==> src/hdl/assert_macros.svh <==
// Assertion macros shared by the tracker modules.
// Each macro expects the including module to have ports named clock and reset.
`ifndef ASSERT_MACROS_SVH
`define ASSERT_MACROS_SVH

// Same-cycle implication, checked at every rising clock edge outside reset.
`define ASSERT_IMPLIES(label, ante, cons, msg) \
   label: assert property (@(posedge clock) disable iff (reset) (ante) |-> (cons)) \
      else $error(msg);

// Next-cycle implication, checked at every rising clock edge outside reset.
`define ASSERT_NEXT(label, ante, cons, msg) \
   label: assert property (@(posedge clock) disable iff (reset) (ante) |=> (cons)) \
      else $error(msg);

`endif

==> src/hdl/smmmt_pkg.sv <==
// Package of the scaled min/max/mean tracker: widths, constants, state codes
// and the small constant tables used by the scaler and the top level.
// Depends on nothing.
`timescale 1ns / 1ps
`default_nettype none

package smmmt_pkg;

   localparam int COUNT_WIDTH_DEFAULT = 32;

   localparam int VALUE_WIDTH   = 18;
   localparam int PLACES_WIDTH  = 3;
   localparam int PREFIX_WIDTH  = 3;
   localparam int UNIT_WIDTH    = 8;
   localparam int SAMPLES_WIDTH = 32;
   localparam int FINE_WIDTH    = 64;

   localparam int REQ_DATA_WIDTH = 32;
   localparam int RSP_DATA_WIDTH = 104;

   // Scaling exponent is FINE_BASE - places + 3 * prefix, range -6 .. 22.
   localparam int FINE_BASE         = 13;
   localparam int PLACES_PER_PREFIX = 3;
   localparam int EXP_WIDTH         = 6;

   // Mean renormalization.
   localparam int TOP_PLACE     = 18;
   localparam int PLACE_WIDTH   = 5;
   localparam int NANO_PREFIX   = -3;
   localparam int PREFIX_OFFSET = 4;

   // Saturation limits of the scaler, as magnitudes.
   localparam logic [FINE_WIDTH-1:0] SAT_POS_MAG = 64'h7FFF_FFFF_FFFF_FFFF;
   localparam logic [FINE_WIDTH-1:0] SAT_NEG_MAG = 64'h8000_0000_0000_0000;
   localparam logic [FINE_WIDTH-1:0] MUL10_LIMIT = 64'd922337203685477580;

   // Exact divide by ten for values below 2^18: (n * 52429) >> 19.
   localparam logic [15:0] DIV10_RECIP = 16'd52429;
   localparam int          DIV10_SHIFT = 19;

   // Serial divider.
   localparam int DIV_WIDTH     = 64;
   localparam int ITER_WIDTH    = 7;
   localparam int AVG_QUOT_BITS = 17;

   typedef enum logic [3:0] {
      S_IDLE,
      S_SCALE,
      S_UPDATE,
      S_DIFF,
      S_DIV_MEAN,
      S_MAG,
      S_SEARCH,
      S_START_AVG,
      S_DIV_AVG,
      S_FINISH
   } state_type;

   typedef struct packed {
      logic signed [PREFIX_WIDTH-1:0] prefix;
      logic [PLACE_WIDTH-1:0]         divisor_place;
   } avg_scale_type;

   function automatic logic [FINE_WIDTH-1:0] pow10(input logic [PLACE_WIDTH-1:0] place);
      logic [FINE_WIDTH-1:0] result;
      unique case (place)
         5'd0:  result = 64'd1;
         5'd1:  result = 64'd10;
         5'd2:  result = 64'd100;
         5'd3:  result = 64'd1000;
         5'd4:  result = 64'd10000;
         5'd5:  result = 64'd100000;
         5'd6:  result = 64'd1000000;
         5'd7:  result = 64'd10000000;
         5'd8:  result = 64'd100000000;
         5'd9:  result = 64'd1000000000;
         5'd10: result = 64'd10000000000;
         5'd11: result = 64'd100000000000;
         5'd12: result = 64'd1000000000000;
         5'd13: result = 64'd10000000000000;
         5'd14: result = 64'd100000000000000;
         5'd15: result = 64'd1000000000000000;
         5'd16: result = 64'd10000000000000000;
         5'd17: result = 64'd100000000000000000;
         5'd18: result = 64'd1000000000000000000;
         default: result = '0;
      endcase
      return result;
   endfunction

   // Engineering prefix and divisor exponent of the mean, from the highest
   // nonzero decimal place. A zero mean behaves like place zero.
   function automatic avg_scale_type avg_scale_of(input logic [PLACE_WIDTH-1:0] place);
      int            group;
      int            prefix;
      avg_scale_type result;
      priority if (int'(place) < 3) begin
         group = 0;
      end else if (int'(place) < 6) begin
         group = 1;
      end else if (int'(place) < 9) begin
         group = 2;
      end else if (int'(place) < 12) begin
         group = 3;
      end else if (int'(place) < 15) begin
         group = 4;
      end else if (int'(place) < 18) begin
         group = 5;
      end else begin
         group = 6;
      end
      if (group <= 1) begin
         prefix = NANO_PREFIX;
      end else begin
         prefix = group - PREFIX_OFFSET;
      end
      result.prefix        = PREFIX_WIDTH'(prefix);
      result.divisor_place = PLACE_WIDTH'(FINE_BASE - PLACES_PER_PREFIX
                                          + PLACES_PER_PREFIX * prefix);
      return result;
   endfunction

endpackage

`default_nettype wire

==> src/hdl/smmmt_scaler.sv <==
// Decade-serial scaler: converts one reading to the common fine unit, one
// power of ten per cycle, with saturation to signed 64 bits.
// Depends on smmmt_pkg and assert_macros.svh.
`timescale 1ns / 1ps
`default_nettype none
`include "assert_macros.svh"

module smmmt_scaler (
   input  logic                                        clock,
   input  logic                                        reset,
   input  logic                                        start,
   input  logic signed [smmmt_pkg::VALUE_WIDTH-1:0]    sample_value,
   input  logic        [smmmt_pkg::PLACES_WIDTH-1:0]   decimal_places,
   input  logic signed [smmmt_pkg::PREFIX_WIDTH-1:0]   prefix_exp,
   output logic                                        done,
   output logic signed [smmmt_pkg::FINE_WIDTH-1:0]     scaled
);

   localparam int VW = smmmt_pkg::VALUE_WIDTH;
   localparam int FW = smmmt_pkg::FINE_WIDTH;
   localparam int EW = smmmt_pkg::EXP_WIDTH;

   logic                 busy_ff, busy_in;
   logic                 done_ff, done_in;
   logic                 neg_ff, neg_in;
   logic [FW-1:0]        mag_ff, mag_in;
   logic signed [EW-1:0] exp_ff, exp_in;
   logic signed [FW-1:0] scaled_ff, scaled_in;

   logic [VW:0]          abs_value;
   logic signed [EW-1:0] exp_start;
   logic [VW+15:0]       div10_product;

   assign abs_value = sample_value[VW-1] ? ('0 - {1'b1, sample_value})
                                         : {1'b0, sample_value};

   assign exp_start = EW'(smmmt_pkg::FINE_BASE) - EW'(decimal_places)
                      + EW'(smmmt_pkg::PLACES_PER_PREFIX * int'(prefix_exp));

   // The value is below 2^18 whenever it is being divided.
   assign div10_product = (VW+16)'(mag_ff[VW-1:0]) * (VW+16)'(smmmt_pkg::DIV10_RECIP);

   always_comb begin
      busy_in   = busy_ff;
      done_in   = 1'b0;
      neg_in    = neg_ff;
      mag_in    = mag_ff;
      exp_in    = exp_ff;
      scaled_in = scaled_ff;
      if (start) begin
         busy_in = 1'b1;
         neg_in  = sample_value[VW-1];
         mag_in  = FW'(abs_value);
         exp_in  = exp_start;
      end else if (busy_ff) begin
         if (exp_ff == '0) begin
            busy_in   = 1'b0;
            done_in   = 1'b1;
            scaled_in = neg_ff ? ('0 - mag_ff) : mag_ff;
         end else if (!exp_ff[EW-1]) begin
            if (mag_ff > smmmt_pkg::MUL10_LIMIT) begin
               mag_in = neg_ff ? smmmt_pkg::SAT_NEG_MAG : smmmt_pkg::SAT_POS_MAG;
               exp_in = '0;
            end else begin
               mag_in = (mag_ff << 3) + (mag_ff << 1);
               exp_in = exp_ff - EW'(1);
            end
         end else begin
            mag_in = FW'(div10_product[VW+15:smmmt_pkg::DIV10_SHIFT]);
            exp_in = exp_ff + EW'(1);
         end
      end
   end

   always_ff @(posedge clock) begin
      if (reset) begin
         busy_ff <= 1'b0;
         done_ff <= 1'b0;
      end else begin
         busy_ff <= busy_in;
         done_ff <= done_in;
      end
   end

   always_ff @(posedge clock) begin
      neg_ff    <= neg_in;
      mag_ff    <= mag_in;
      exp_ff    <= exp_in;
      scaled_ff <= scaled_in;
   end

   assign done   = done_ff;
   assign scaled = scaled_ff;

   `ASSERT_IMPLIES(a_divide_stays_narrow, busy_ff && exp_ff[EW-1], mag_ff[FW-1:VW] == '0, "scaler divides a value wider than a reading")

endmodule

`default_nettype wire

==> src/hdl/smmmt_divider.sv <==
// Bit-serial restoring divider: one quotient bit per cycle, with a
// programmable number of steps and a preloaded partial remainder.
// Depends on smmmt_pkg and assert_macros.svh.
`timescale 1ns / 1ps
`default_nettype none
`include "assert_macros.svh"

module smmmt_divider (
   input  logic                                   clock,
   input  logic                                   reset,
   input  logic                                   start,
   input  logic [smmmt_pkg::DIV_WIDTH-1:0]        dividend,
   input  logic [smmmt_pkg::DIV_WIDTH-1:0]        rem_init,
   input  logic [smmmt_pkg::DIV_WIDTH-1:0]        divisor,
   input  logic [smmmt_pkg::ITER_WIDTH-1:0]       iterations,
   output logic                                   done,
   output logic [smmmt_pkg::DIV_WIDTH-1:0]        quotient
);

   localparam int W  = smmmt_pkg::DIV_WIDTH;
   localparam int IW = smmmt_pkg::ITER_WIDTH;

   logic          busy_ff;
   logic          done_ff;
   logic [IW-1:0] cnt_ff;
   logic [W-1:0]  rem_ff;
   logic [W-1:0]  dvd_ff;
   logic [W-1:0]  quo_ff;
   logic [W-1:0]  divisor_ff;

   logic [W:0]    trial;
   logic [W:0]    trial_diff;
   logic          fits;

   // Bring down the next dividend bit and try to subtract the divisor.
   assign trial      = {rem_ff, dvd_ff[W-1]};
   assign trial_diff = trial - {1'b0, divisor_ff};
   assign fits       = trial >= {1'b0, divisor_ff};

   always_ff @(posedge clock) begin
      if (reset) begin
         busy_ff <= 1'b0;
         done_ff <= 1'b0;
         cnt_ff  <= '0;
      end else begin
         // Done pulses for one cycle after the last quotient bit is formed.
         done_ff <= !start && busy_ff && (cnt_ff == IW'(1));
         if (start) begin
            busy_ff <= 1'b1;
            cnt_ff  <= iterations;
         end else if (busy_ff) begin
            cnt_ff <= cnt_ff - IW'(1);
            if (cnt_ff == IW'(1)) begin
               busy_ff <= 1'b0;
            end
         end
      end
   end

   always_ff @(posedge clock) begin
      if (start) begin
         rem_ff     <= rem_init;
         dvd_ff     <= dividend;
         quo_ff     <= '0;
         divisor_ff <= divisor;
      end else if (busy_ff) begin
         rem_ff <= fits ? trial_diff[W-1:0] : trial[W-1:0];
         dvd_ff <= dvd_ff << 1;
         quo_ff <= {quo_ff[W-2:0], fits};
      end
   end

   assign done     = done_ff;
   assign quotient = quo_ff;

   `ASSERT_IMPLIES(a_remainder_below_divisor, busy_ff, rem_ff < divisor_ff, "divider partial remainder reached the divisor")

endmodule

`default_nettype wire

==> src/hdl/scaled_min_max_mean_tracker_core.sv <==
// Top level of the scaled min/max/mean tracker: control sequencer, statistics
// registers and the result register. Uses smmmt_scaler and smmmt_divider,
// and depends on smmmt_pkg and assert_macros.svh.
//
//   Port group  Dir  Payload (lowest bits first)                      Handshake
//   req_        in   tdata: reading fields; tuser: clear_stats         tvalid/tready
//   rsp_        out  tdata: min, max, mean, prefix, count              tvalid/tready
//
// From acceptance to its result an item passes the decade scaler, the
// statistics update, the bit-serial mean divide, the decimal place search
// of the mean and the normalizing divide, in that order; the mean divide
// takes the largest share. Reset is synchronous; it empties the result
// register and arms a restart so the first item starts fresh statistics.
// A stalled result holds in its register while the next item is already
// accepted and worked on.
`timescale 1ns / 1ps
`default_nettype none
`include "assert_macros.svh"

module scaled_min_max_mean_tracker_core #(
   parameter int COUNT_WIDTH = smmmt_pkg::COUNT_WIDTH_DEFAULT
) (
   input  logic                                        clock,
   input  logic                                        reset,

   input  logic                                        req_tvalid,
   output logic                                        req_tready,
   // sample_value[17:0], decimal_places[20:18], prefix_exp[23:21], unit_code[31:24]
   input  logic [smmmt_pkg::REQ_DATA_WIDTH-1:0]        req_tdata,
   // clear_stats
   input  logic                                        req_tuser,

   output logic                                        rsp_tvalid,
   input  logic                                        rsp_tready,
   // min_value[17:0], min_decimal[20:18], min_prefix[23:21], max_value[41:24],
   // max_decimal[44:42], max_prefix[47:45], avg_value[65:48], avg_prefix[68:66],
   // samples_seen[100:69], zero fill[103:101]
   output logic [smmmt_pkg::RSP_DATA_WIDTH-1:0]        rsp_tdata
);

   localparam int VW  = smmmt_pkg::VALUE_WIDTH;
   localparam int DW  = smmmt_pkg::PLACES_WIDTH;
   localparam int PW  = smmmt_pkg::PREFIX_WIDTH;
   localparam int UW  = smmmt_pkg::UNIT_WIDTH;
   localparam int SW  = smmmt_pkg::SAMPLES_WIDTH;
   localparam int FW  = smmmt_pkg::FINE_WIDTH;
   localparam int LW  = smmmt_pkg::PLACE_WIDTH;
   localparam int IW  = smmmt_pkg::ITER_WIDTH;
   localparam int QB  = smmmt_pkg::AVG_QUOT_BITS;

   // Request field offsets.
   localparam int PLACES_LSB = VW;
   localparam int PREFIX_LSB = PLACES_LSB + DW;
   localparam int UNIT_LSB   = PREFIX_LSB + PW;

   // Offset of samples_seen in the result word.
   localparam int SAMPLES_LSB = 3 * (VW + PW) + 2 * DW + VW - VW + 0;

   smmmt_pkg::state_type state_ff, state_in;

   // Captured reading.
   logic signed [VW-1:0] in_value_ff;
   logic [DW-1:0]        in_places_ff;
   logic signed [PW-1:0] in_prefix_ff;
   logic [UW-1:0]        in_unit_ff;
   logic                 in_clear_ff;

   // Statistics.
   logic                   restart_pending_ff;
   logic [UW-1:0]          last_unit_ff;
   logic [COUNT_WIDTH-1:0] count_ff;
   logic signed [VW-1:0]   min_value_ff, max_value_ff;
   logic [DW-1:0]          min_places_ff, max_places_ff;
   logic signed [PW-1:0]   min_prefix_ff, max_prefix_ff;
   logic signed [FW-1:0]   min_fine_ff, max_fine_ff;
   logic signed [FW-1:0]   mean_ff;

   // Mean update and renormalization.
   logic                   ge_ff;
   logic [FW-1:0]          mag_ff;
   logic                   neg_ff;
   logic [LW-1:0]          place_ff;
   logic signed [PW-1:0]   avg_prefix_ff;
   logic [FW-1:0]          avg_divisor_ff;
   logic signed [VW-1:0]   avg_value_ff;

   // Result register.
   logic                   rsp_tvalid_ff;
   logic [smmmt_pkg::RSP_DATA_WIDTH-1:0] rsp_tdata_ff;

   // Unit interfaces.
   logic                 scale_start;
   logic                 scale_done;
   logic signed [FW-1:0] scaled;
   logic                 div_start;
   logic [FW-1:0]        div_dividend;
   logic [FW-1:0]        div_rem_init;
   logic [FW-1:0]        div_divisor;
   logic [IW-1:0]        div_iterations;
   logic                 div_done;
   logic [FW-1:0]        div_quotient;

   // Combinational helpers.
   logic                    restart;
   logic [COUNT_WIDTH-1:0]  count_next;
   logic                    ge_now;
   logic [FW-1:0]           diff_pos, diff_neg;
   logic                    place_hit;
   smmmt_pkg::avg_scale_type avg_scale;
   logic [FW-1:0]           count_wide;
   logic [SW-1:0]           samples_seen;
   logic [VW-1:0]           avg_quot;
   logic                    rsp_free;

   smmmt_scaler u_scaler (
      .clock          (clock),
      .reset          (reset),
      .start          (scale_start),
      .sample_value   (req_tdata[VW-1:0]),
      .decimal_places (req_tdata[PREFIX_LSB-1:PLACES_LSB]),
      .prefix_exp     (req_tdata[UNIT_LSB-1:PREFIX_LSB]),
      .done           (scale_done),
      .scaled         (scaled)
   );

   smmmt_divider u_divider (
      .clock      (clock),
      .reset      (reset),
      .start      (div_start),
      .dividend   (div_dividend),
      .rem_init   (div_rem_init),
      .divisor    (div_divisor),
      .iterations (div_iterations),
      .done       (div_done),
      .quotient   (div_quotient)
   );

   // A restart comes on request, on a change of unit, or on the first item.
   assign restart = restart_pending_ff || in_clear_ff || (in_unit_ff != last_unit_ff);

   assign count_next = restart    ? COUNT_WIDTH'(1) :
                       &count_ff  ? count_ff        : count_ff + COUNT_WIDTH'(1);

   // Both differences are formed in parallel; the sign picks one.
   assign ge_now   = scaled >= mean_ff;
   assign diff_pos = scaled - mean_ff;
   assign diff_neg = mean_ff - scaled;

   // The search stops at the highest power of ten not above the mean's
   // magnitude; a zero mean ends at place zero, which scales the same way.
   assign place_hit = (mag_ff >= smmmt_pkg::pow10(place_ff)) || (place_ff == '0);
   assign avg_scale = smmmt_pkg::avg_scale_of(place_ff);

   // The mean update divides the full difference by the count. The
   // normalizing divide is known to give fewer than 2^17, so the divider
   // starts with the upper bits already in the remainder.
   always_comb begin
      if (state_ff == smmmt_pkg::S_DIFF) begin
         div_dividend   = ge_now ? diff_pos : diff_neg;
         div_rem_init   = '0;
         div_divisor    = FW'(count_ff);
         div_iterations = IW'(smmmt_pkg::DIV_WIDTH);
      end else begin
         div_dividend   = mag_ff << (smmmt_pkg::DIV_WIDTH - QB);
         div_rem_init   = mag_ff >> QB;
         div_divisor    = avg_divisor_ff;
         div_iterations = IW'(QB);
      end
   end

   assign count_wide   = FW'(count_ff);
   assign samples_seen = (|count_wide[FW-1:SW]) ? '1 : count_wide[SW-1:0];
   assign avg_quot     = div_quotient[VW-1:0];
   assign rsp_free     = !rsp_tvalid_ff || rsp_tready;
   assign scale_start  = req_tvalid && req_tready;

   // Sequencer.
   always_comb begin
      state_in   = state_ff;
      req_tready = 1'b0;
      div_start  = 1'b0;
      unique case (state_ff)
         smmmt_pkg::S_IDLE: begin
            req_tready = 1'b1;
            if (req_tvalid) begin
               state_in = smmmt_pkg::S_SCALE;
            end
         end
         smmmt_pkg::S_SCALE: begin
            if (scale_done) begin
               state_in = smmmt_pkg::S_UPDATE;
            end
         end
         smmmt_pkg::S_UPDATE: begin
            state_in = smmmt_pkg::S_DIFF;
         end
         smmmt_pkg::S_DIFF: begin
            div_start = 1'b1;
            state_in  = smmmt_pkg::S_DIV_MEAN;
         end
         smmmt_pkg::S_DIV_MEAN: begin
            if (div_done) begin
               state_in = smmmt_pkg::S_MAG;
            end
         end
         smmmt_pkg::S_MAG: begin
            state_in = smmmt_pkg::S_SEARCH;
         end
         smmmt_pkg::S_SEARCH: begin
            if (place_hit) begin
               state_in = smmmt_pkg::S_START_AVG;
            end
         end
         smmmt_pkg::S_START_AVG: begin
            div_start = 1'b1;
            state_in  = smmmt_pkg::S_DIV_AVG;
         end
         smmmt_pkg::S_DIV_AVG: begin
            if (div_done) begin
               state_in = smmmt_pkg::S_FINISH;
            end
         end
         smmmt_pkg::S_FINISH: begin
            if (rsp_free) begin
               state_in = smmmt_pkg::S_IDLE;
            end
         end
         default: begin
            state_in = smmmt_pkg::S_IDLE;
         end
      endcase
   end

   always_ff @(posedge clock) begin
      if (reset) begin
         state_ff <= smmmt_pkg::S_IDLE;
      end else begin
         state_ff <= state_in;
      end
   end

   // Control state that must come out of reset known.
   always_ff @(posedge clock) begin
      if (reset) begin
         restart_pending_ff <= 1'b1;
         last_unit_ff       <= '0;
         count_ff           <= '0;
         rsp_tvalid_ff      <= 1'b0;
      end else begin
         if (state_ff == smmmt_pkg::S_UPDATE) begin
            restart_pending_ff <= 1'b0;
            last_unit_ff       <= in_unit_ff;
            count_ff           <= count_next;
         end
         if (state_ff == smmmt_pkg::S_FINISH && rsp_free) begin
            rsp_tvalid_ff <= 1'b1;
         end else if (rsp_tready) begin
            rsp_tvalid_ff <= 1'b0;
         end
      end
   end

   // Datapath registers.
   always_ff @(posedge clock) begin
      if (scale_start) begin
         in_value_ff  <= req_tdata[VW-1:0];
         in_places_ff <= req_tdata[PREFIX_LSB-1:PLACES_LSB];
         in_prefix_ff <= req_tdata[UNIT_LSB-1:PREFIX_LSB];
         in_unit_ff   <= req_tdata[UNIT_LSB+UW-1:UNIT_LSB];
         in_clear_ff  <= req_tuser;
      end

      if (state_ff == smmmt_pkg::S_UPDATE) begin
         // Ties keep the stored reading.
         if (restart || (max_fine_ff < scaled)) begin
            max_value_ff  <= in_value_ff;
            max_places_ff <= in_places_ff;
            max_prefix_ff <= in_prefix_ff;
            max_fine_ff   <= scaled;
         end
         if (restart || (scaled < min_fine_ff)) begin
            min_value_ff  <= in_value_ff;
            min_places_ff <= in_places_ff;
            min_prefix_ff <= in_prefix_ff;
            min_fine_ff   <= scaled;
         end
         if (restart) begin
            mean_ff <= '0;
         end
      end

      if (state_ff == smmmt_pkg::S_DIFF) begin
         ge_ff <= ge_now;
      end

      // Running mean: mean moves toward the new value by |x - mean| / n.
      if (state_ff == smmmt_pkg::S_DIV_MEAN && div_done) begin
         mean_ff <= ge_ff ? (mean_ff + div_quotient) : (mean_ff - div_quotient);
      end

      if (state_ff == smmmt_pkg::S_MAG) begin
         neg_ff   <= mean_ff[FW-1];
         mag_ff   <= mean_ff[FW-1] ? ('0 - mean_ff) : mean_ff;
         place_ff <= LW'(smmmt_pkg::TOP_PLACE);
      end

      if (state_ff == smmmt_pkg::S_SEARCH) begin
         if (place_hit) begin
            avg_prefix_ff  <= avg_scale.prefix;
            avg_divisor_ff <= smmmt_pkg::pow10(avg_scale.divisor_place);
         end else begin
            place_ff <= place_ff - LW'(1);
         end
      end

      if (state_ff == smmmt_pkg::S_DIV_AVG && div_done) begin
         avg_value_ff <= neg_ff ? ('0 - avg_quot) : avg_quot;
      end

      if (state_ff == smmmt_pkg::S_FINISH && rsp_free) begin
         rsp_tdata_ff <= smmmt_pkg::RSP_DATA_WIDTH'({samples_seen,
                                                     avg_prefix_ff, avg_value_ff,
                                                     max_prefix_ff, max_places_ff,
                                                     max_value_ff,
                                                     min_prefix_ff, min_places_ff,
                                                     min_value_ff});
      end
   end

   assign rsp_tvalid = rsp_tvalid_ff;
   assign rsp_tdata  = rsp_tdata_ff;

   `ASSERT_IMPLIES(a_result_counts_item, rsp_tvalid_ff, rsp_tdata_ff[SAMPLES_LSB+SW-1:SAMPLES_LSB] != '0, "result shows a zero sample count")
   `ASSERT_NEXT(a_pending_result_kept, (state_ff == smmmt_pkg::S_FINISH) && rsp_tvalid_ff && !rsp_tready, state_ff == smmmt_pkg::S_FINISH, "finished item overran a waiting result")
   `ASSERT_IMPLIES(a_min_not_above_max, !restart_pending_ff, min_fine_ff <= max_fine_ff, "tracked minimum lies above tracked maximum")

endmodule

`default_nettype wire

==> config.mk <==
export PLATFORM = sky130hd
export DESIGN_NAME = scaled_min_max_mean_tracker_core
export DESIGN_NICKNAME = d
export VERILOG_FILES = /design/src/hdl/smmmt_pkg.sv /design/src/hdl/smmmt_scaler.sv /design/src/hdl/smmmt_divider.sv /design/src/hdl/scaled_min_max_mean_tracker_core.sv
export VERILOG_INCLUDE_DIRS = /design/src /design/src/hdl
export SDC_FILE = /design/constraint.sdc
export NUM_CORES = 2
export LEC_CHECK = 0
export BUFFER_PORTS_ARGS = -buffer_cell sky130_fd_sc_hd__buf_2
export CAP_MARGIN = 20
export CORE_ASPECT_RATIO = 0.9
export CORE_MARGIN = 5
export CORE_UTILIZATION = 60
export DETAILED_ROUTE_END_ITERATION = 10
export PLACE_DENSITY_LB_ADDON = 0.05
export SYNTH_ARGS = -nofsm -noshare
export SYNTH_HDL_FRONTEND = slang
export SYNTH_SLANG_ARGS = --single-unit
==> constraint.sdc <==
create_clock -name clock -period 7 [get_ports clock]
set_clock_uncertainty 0.1 [all_clocks]
set_input_delay 0.35 -clock clock [delete_from_list [all_inputs] [get_ports clock]]
set_output_delay 0.35 -clock clock [all_outputs]
set_load 0.02 [all_outputs]
# Yosys cells after proc, flatten, opt, wreduce, memory -nomap -nowiden
# Memory sizes are Yosys's and may differ from the RTL's. A register that Yosys moved wholly into a read port is not among the register bits.
# Index checks and enable logic that the tools add are counted.
[word_totals]
regBits = 978
mem_bits_ro = 3584
word_cells = 197
n_memories = 2
[classes]
n_addsub = 19
mul = 3
order_cmp = 13
eq_ne = 19
n_mux = 61
bitwise = 3
n_reduce_logical = 34
[mem_list]
columns = ["name", "words", "word_bits", "read_ports", "rd_ports_with_merged_regs", "wr", "line_no", "rtl"]
rows = [
  ["(name not given)", 32, 56, 1, 1, 0, "smmmt_pkg.sv:66", "unique case (place)"],
  ["(name not given)", 32, 56, 1, 1, 0, "smmmt_pkg.sv:66", ""],
]
[op_table]
columns = ["cell", "n"]
rows = [
  ["64-bit 2-to-1 mux", 15],
  ["64-bit subtractor", 4],
  ["32-bit 2-to-1 mux", 6],
  ["64-bit adder", 2],
  ["64-bit greater-or-equal comparator", 2],
  ["64-bit less-than comparator", 2],
  ["1-bit by 64-bit subtractor with 64-bit output, first input constant", 2],
  ["19-bit 2-to-1 mux", 4],
  ["65-bit by 64-bit greater-or-equal comparator with 1-bit output", 1],
  ["64-bit by 60-bit > comparator with 1-bit output, second input constant", 1],
  ["63-bit 2-to-1 mux", 1],
  ["47-bit 2-to-1 mux", 1],
  ["4-bit one-hot mux with 10 select lines", 1],
  ["18-bit by 16-bit multiplier with 34-bit output, second input constant", 1],
  ["32-bit by 1-bit adder with 32-bit output, second input constant", 1],
  ["32-bit by 2-bit less-or-equal comparator with 1-bit output, second input constant", 1],
  ["3-bit by 32-bit multiplier with 5-bit output, first input constant", 1],
  ["32-bit AND reduction", 1],
  ["32-bit by 4-bit subtractor with 32-bit output, second input constant", 1],
  ["6-bit 2-to-1 mux", 5],
  ["4-bit 2-to-1 mux", 6],
  ["7-bit 2-to-1 mux", 3],
  ["1-bit by 19-bit subtractor with 19-bit output, first input constant", 1],
  ["18-bit 2-to-1 mux", 1],
  ["38 further kinds", 88],
]

# Depth between registers and ports, before layout
[logic_depth]
word_depth = 11
mapped_depth = 25
ltp_nobuf = 24

# Cells and area by module
# From an unflattened synthesis, not the netlist that was laid out.
[hier_totals]
hier_cells = 7479
area_unflattened_um2 = 71471.0
[modules_own_cells]
columns = ["mod", "n_inst", "cells_per_inst", "area_each_um2", "seq_area_each_um2"]
rows = [
  ["scaled_min_max_mean_tracker_core", 1, 4364, 40711.5, 17416.7],
  ["smmmt_scaler", 1, 1766, 15880.2, 3643.5],
  ["smmmt_divider", 1, 1349, 14879.3, 7226.9],
]

# Worst setup path before layout
# No wires, ideal clock.
[synth_path]
path_type = "register -> register"
startpoint = "register state_ff[3]"
endpoint = "register u_scaler.scaled_ff[0] (netlist: u_scaler.scaled[0]) (enable)"
setup_ns = 0.579
arrival_ns = 5.728
required_ns = 6.321
slack_ns = 0.593
stages_incl_launch_ff = 6
path_buffers = 1
cell_sequence = "dfxtp_1 -> clkbuf_1 -> nor4_1 -> nand2_1 -> inv_1 -> nor3b_1"
[synth_between]
elab_chain_cells = 5
[synth_lines]
columns = ["element", "line_no", "rtl"]
rows = [
  ["from (decl)", "scaled_min_max_mean_tracker_core.sv:59", "smmmt_pkg::state_type state_ff, state_in;"],
  ["from (signal assigned)", "scaled_min_max_mean_tracker_core.sv:236", "state_ff <= smmmt_pkg::S_IDLE;"],
  ["from (signal assigned)", "scaled_min_max_mean_tracker_core.sv:238", "state_ff <= state_in;"],
  ["4-bit zero test", "scaled_min_max_mean_tracker_core.sv:182", "unique case (state_ff)"],
  ["1-bit 2-to-1 mux", "scaled_min_max_mean_tracker_core.sv:182", ""],
  ["via req_tready", "scaled_min_max_mean_tracker_core.sv:27", "output logic req_tready,"],
  ["1-bit logical AND", "scaled_min_max_mean_tracker_core.sv:175", "assign scale_start = req_tvalid && req_tready;"],
  ["1-bit inverter (no line)", "--", ""],
  ["3-bit AND reduction (no line)", "--", ""],
  ["to (signal assigned)", "smmmt_scaler.sv:89", "scaled_ff <= scaled_in;"],
  ["to (decl)", "smmmt_scaler.sv:28", "logic signed [FW-1:0] scaled_ff, scaled_in;"],
]
# The timed path passes the listed nets, and every way through them passes these cells.
# A chain may end at the register's enable or synchronous reset.

# Worst setup path after layout
[layout_path]
startpoint = "register u_scaler.mag_ff[3]"
endpoint = "register u_scaler.mag_ff[14] (data pin)"
[layout_between]
elab_chain_cells = 6
[layout_lines]
columns = ["element", "line_no", "rtl"]
rows = [
  ["from (decl)", "smmmt_scaler.sv:26", "logic [FW-1:0] mag_ff, mag_in;"],
  ["from (signal assigned)", "smmmt_scaler.sv:87", "mag_ff <= mag_in;"],
  ["branches (longest 2 deep; another with 18-bit by 16-bit multiplier with 34-bit output)", "--", ""],
  ["64-bit 2-to-1 mux *", "smmmt_scaler.sv:60", "end else if (!exp_ff[EW-1]) begin"],
  ["19-bit 2-to-1 mux *", "smmmt_scaler.sv:56", "if (exp_ff == '0) begin"],
  ["19-bit 2-to-1 mux *", "smmmt_scaler.sv:55", "end else if (busy_ff) begin"],
  ["19-bit 2-to-1 mux *", "smmmt_scaler.sv:50", "if (start) begin"],
  ["via u_scaler.mag_in[14]", "smmmt_scaler.sv:26", ""],
]
# Mark *: on every way through the listed nets, which the timed path passes. The select of a mux whose other input is x is not followed.

==> summary.md <==
| Metric | Value |
|---|---|
| Setup slack, reg-to-reg | 330 ps |
| Worst path depth | 23 |
| Share of cells above drive strength 1 | 7.24% |
| RSZ-0062 raised after global routing | true |
| CTS Buf Count | 106 |
| Most area-hungry cell type in the Yosys netlist | edfxtp_1 |
| Max Cap Viol | 0 |
| Die height | about 330 µm |
| Mapped Cells | 7388 |
| Max-slew violation count | 0 |
| Root buffer cell | clkbuf_16 |
| Synth area leaders | edfxtp_1 (34%), ha_1 (12%), dfxtp_1 (6.4%) |
| Hpwl dp | 167000 µm |
| Routed len/inst | 23.6 µm |
| Top cell type's share of synthesized area | 33.7% |
| Num ports | between 100 and 150 |
| Post-route clock period utilization | 95.3% |
| YS warnings | 0 |
| Gr ovfl total | 0 |
| WP data arrival | 7030 ps |
| Synth cell types | 97 |
| Die Width | 369 µm |
| Area Growth Syn to Fin | 9.31% |
| Reg-to-Reg Start | u_scaler.mag_ff[3]$_DFFE_PP_ |
| Highest-delay cell along the critical path | fa_1 |
| CP Buf/Inv Count | 6 |
| Worst Hold Slack | about 95 ps |
| CTS Buffer Depth | 3 |
| Endpoint type of the worst setup path | register |
| DRT Pass-1 Iters | 7 |
| # DRC | 0 |
| Minimum clock period | approximately 6700 ps |
| Syn Area/Cell | between 9 and 10 µm² |
| Mapped cell area | 69500 µm² |
| All-Layer GR Usage | about a third |
| Number of DRC markers after the initial detailed-route iteration | roughly 6.3k |
| Hold Vio Cnt, Final | 0 |
| Via Count | 56.8k |
| Worst Setup EP | u_scaler.mag_ff[14]$_DFFE_PP_ |
| Top FF cell, synth | edfxtp_1 |
| Worst-Skew Late Latency | 730 ps |
| CP Launch Point | u_scaler.mag_ff[3]$_DFFE_PP_ |
| Core box area | between 100000 and 150000 µm² |
| F_max | between 100 and 150 MHz |
| Sequential fraction of the synthesis area | 40.1% |
| Path type of the worst setup path | reg -> reg |
| First-pass GRT wire length | approximately 330000 µm |
| Nets | 8318 |
| Slowest stage delay, CP | between 500 and 600 ps |
| Crit-path cells | inv_1 > ha_1 > inv_1 > fa_1 > inv_1 > fa_1 > fa_1 > inv_1 > fa_1 > fa_1 > inv_1 > ha_1 > a21o_1 > a21oi_1 > nand2_1 > a21oi_2 > o211ai_1 > a221oi_1 > buf_4 > o21ai_0 > nor4_1 > nor3_2 > a311o_1 |
| # setup viols final | 0 |
| Crit-path leading delay family | adder cells |
| CP Launch Type | register |
| Antenna violations before repair | 6 |
| Final Wtd Congestion | 1.02 |
| Die area | 123000 µm² |
| IO buf count | 139 |
| Antenna viol nets, final | 0 |
| Crit-path max FO | 4 |
| Outcome | finished, final reports clean |
| Final wirelength | 215000 µm |
| Htree depth | 3 |
| Site Rows | 118 |
| Final core occ | between 60 and 70% |
| Synth Register Bits | 1002 |
| Vias in the first global route | ~55k |
| Clock transition at path regs | around 60 ps |
| Critical R2R Capture | u_scaler.mag_ff[14]$_DFFE_PP_ |
| Via density | ~6.2 |
| Initial Util | 60.4% |
| Least-Margin Pin Slew | 1340 ps |
| Post-synth EDFFs | 780 |
| Min-delay worst type | in -> reg |
| Slew margin rel. | a little under a tenth |
| R2R depth | 23 |
| Total clock sinks | ~1k |
| Critical Path RT | 7360 ps |
| Setup TNS | 0 ps |
| CTS tree | yes |
| Async SR Flop Fraction | 0% |
| Largest net degree at the start of global routing | 69 |
==> worst register-to-register path, stage by stage, from the launching register on <==
cell and delay (ps):
edfxtp_1 430, inv_1 110, ha_1 360, inv_1 70, fa_1 480, inv_1 60
fa_1 550, fa_1 570, inv_1 60, fa_1 500, fa_1 550, inv_1 40
ha_1 310, a21o_1 180, a21oi_1 160, nand2_1 80, a21oi_2 200, o211ai_1 180
a221oi_1 340, buf_4 200, o21ai_0 160, nor4_1 290, nor3_2 120, a311o_1 320
==> metal layers <==
metal / share of wire [%] / GRT usage, % / wire [µm] / vias to the layer above
met5: 0.010 / 0 / 22 / -
met4: 4.4 / 13.0 / 9550 / 4
met3: 9.0 / 6.77 / 19400 / 423
met2: 44 / 52.5 / 94600 / 2489
met1: 42 / 48.2 / 91200 / 27204
li1: - / - / - / 26649
==> logic make-up (layout without fill, tap and decap cells) <==
| kind of cell | after synthesis | after routing | share of synthesized area (%) |
|---|---|---|---|
| DFF | 1002 | 1002 | 40.1 |
| AOI/OAI and AO/OA | 1936 | 1936 | 17.2 |
| buffers and inverters | 953 | 1150 | 5.28 |
| muxes | 107 | 107 | 1.56 |
| other | 1 | 8 | 0.00539 |
| xor gates and xnor gates | 502 | 502 | 6.32 |
| adders and majority gates | 787 | 787 | 15.3 |
| and+or+nand+nor | 2100 | 2100 | 14.2 |
==> flip-flops by register name, summed over array words and instances, names as in the netlist, 32 cells and up, named ones only <==
| signal | count |
|---|---|
| mean_ff | 64 |
| u_divider.rem_ff | 64 |
| avg_divisor_ff | 51 |
| u_divider.quotient | 64 |
| min_fine_ff | 64 |
| mag_ff | 64 |
| count_ff | 32 |
| u_scaler.mag_ff | 64 |
| rsp_tdata | 101 |
| u_divider.divisor_ff | 51 |
| max_fine_ff | 64 |
| u_scaler.scaled | 64 |
| u_divider.dvd_ff | 64 |
==> metrics by stage <==
| stage | std cells | instance area [µm²] | worst slack (ps) |
|---|---|---|---|
| 2_1_floorplan | 7390 | 69500 | 593 |
| 3_3_place_gp | 8846 | 72000 | 222 |
| 3_5_place_dp | 8846 | 72000 | 235 |
| 4_1_cts | 9081 | 75900 | 249 |
| 5_1_grt | 9088 | 76000 | -20.5 |
| 6_report | 9092 | 76000 | 328 |
==> area by class of cell <==
| type | count | area, µm² |
|---|---|---|
| Tap cell | 1500 | 1880 |
| Timing Repair Buffer | 310 | 2120 |
| Clock inverter | 55 | 561 |
| Sequential cell | 1002 | 27900 |
| Antenna cell | 5 | 12.5 |
| Inverter | 639 | 2400 |
| Clock buffer | 146 | 3050 |
| Fill cell | 9322 | 39000 |
| Multi-Input combinational cell | 5435 | 38100 |
==> Yosys cell counts (all sizes together), types with 8 or more instances <==
| cell | number |
|---|---|
| nor4 | 49 |
| and2 | 59 |
| nor3 | 126 |
| buf | 54 |
| inv | 639 |
| mux2 | 9 |
| a211oi | 42 |
| xnor2 | 327 |
| a31oi | 88 |
| o221ai | 14 |
| nand2 | 734 |
| o21ai | 507 |
| or4 | 20 |
| clkbuf | 260 |
| a211o | 12 |
| dfxtp | 222 |
| a21oi | 612 |
| o311ai | 8 |
| a21boi | 32 |
| fa | 102 |
| xor2 | 175 |
| nand3 | 147 |
| o211ai | 48 |
| and4 | 10 |
| a221o | 13 |
| nor2b | 74 |
| nand2b | 92 |
| a311oi | 8 |
| nand4 | 118 |
| a221oi | 17 |
| a21o | 242 |
| nor3b | 12 |
| ha | 685 |
| o21a | 38 |
| and3 | 54 |
| nor2 | 507 |
| edfxtp | 780 |
| o41ai | 19 |
| o21bai | 81 |
| o22ai | 12 |
| o31ai | 64 |
| a41oi | 14 |
| mux2i | 98 |
| or3 | 50 |
| or2 | 26 |
==> timing repair <==
action	4_1_cts	5_1_grt
hold buffers	34	0
endpoints found under the setup margin	0	7
hold endpoints to repair	35	0
buffers inserted	0	3
resized for setup	0	3
==> cell usage in the layout, fill, tap and decap left out, types with 34 or more instances in the layout <==
cell type and count:
or3_1 48, nor2_1 506, clkbuf_16 111, a21oi_1 608, a211oi_1 41, buf_2 140
nor4_1 49, nand4_1 118, fa_1 102, xor2_1 175, nor2b_1 72, a21o_1 242
o31ai_1 57, and2_1 59, ha_1 685, nand2b_1 88, xnor2_1 327, buf_4 130
dfxtp_1 220, edfxtp_1 780, dlygate4sd3_1 34, inv_1 635, mux2i_1 98, nand2_1 730
nand3_1 145, nor3_1 122, o21a_1 37, o21ai_0 501, o21bai_1 81, a31oi_1 85
o211ai_1 48, and3_1 54
==> worst min-delay path by stage <==
| stage | cells past startpoint | end | slack (ps) | startpoint |
|---|---|---|---|---|
| final | 2 | count_ff[1]$_SDFFE_PP0P_ | 100 | reset |
| after global routing | 2 | state_ff[3]$_SDFFE_PP0P_ | 70 | reset |
| after CTS | 2 | count_ff[1]$_SDFFE_PP0P_ | 50 | reset |
| after detailed placement | 0 | rsp_tdata[24]$_DFFE_PP_ | 300 | max_value_ff[0]$_DFFE_PP_ |
| after global placement | 0 | rsp_tdata[43]$_DFFE_PP_ | 300 | max_places_ff[1]$_DFFE_PP_ |
| after floorplan | 0 | rsp_tdata[0]$_DFFE_PP_ | 300 | min_value_ff[0]$_DFFE_PP_ |
Power is not shown: default switching activity piles up to over one toggle a cycle in this logic, so the estimate is an artifact.
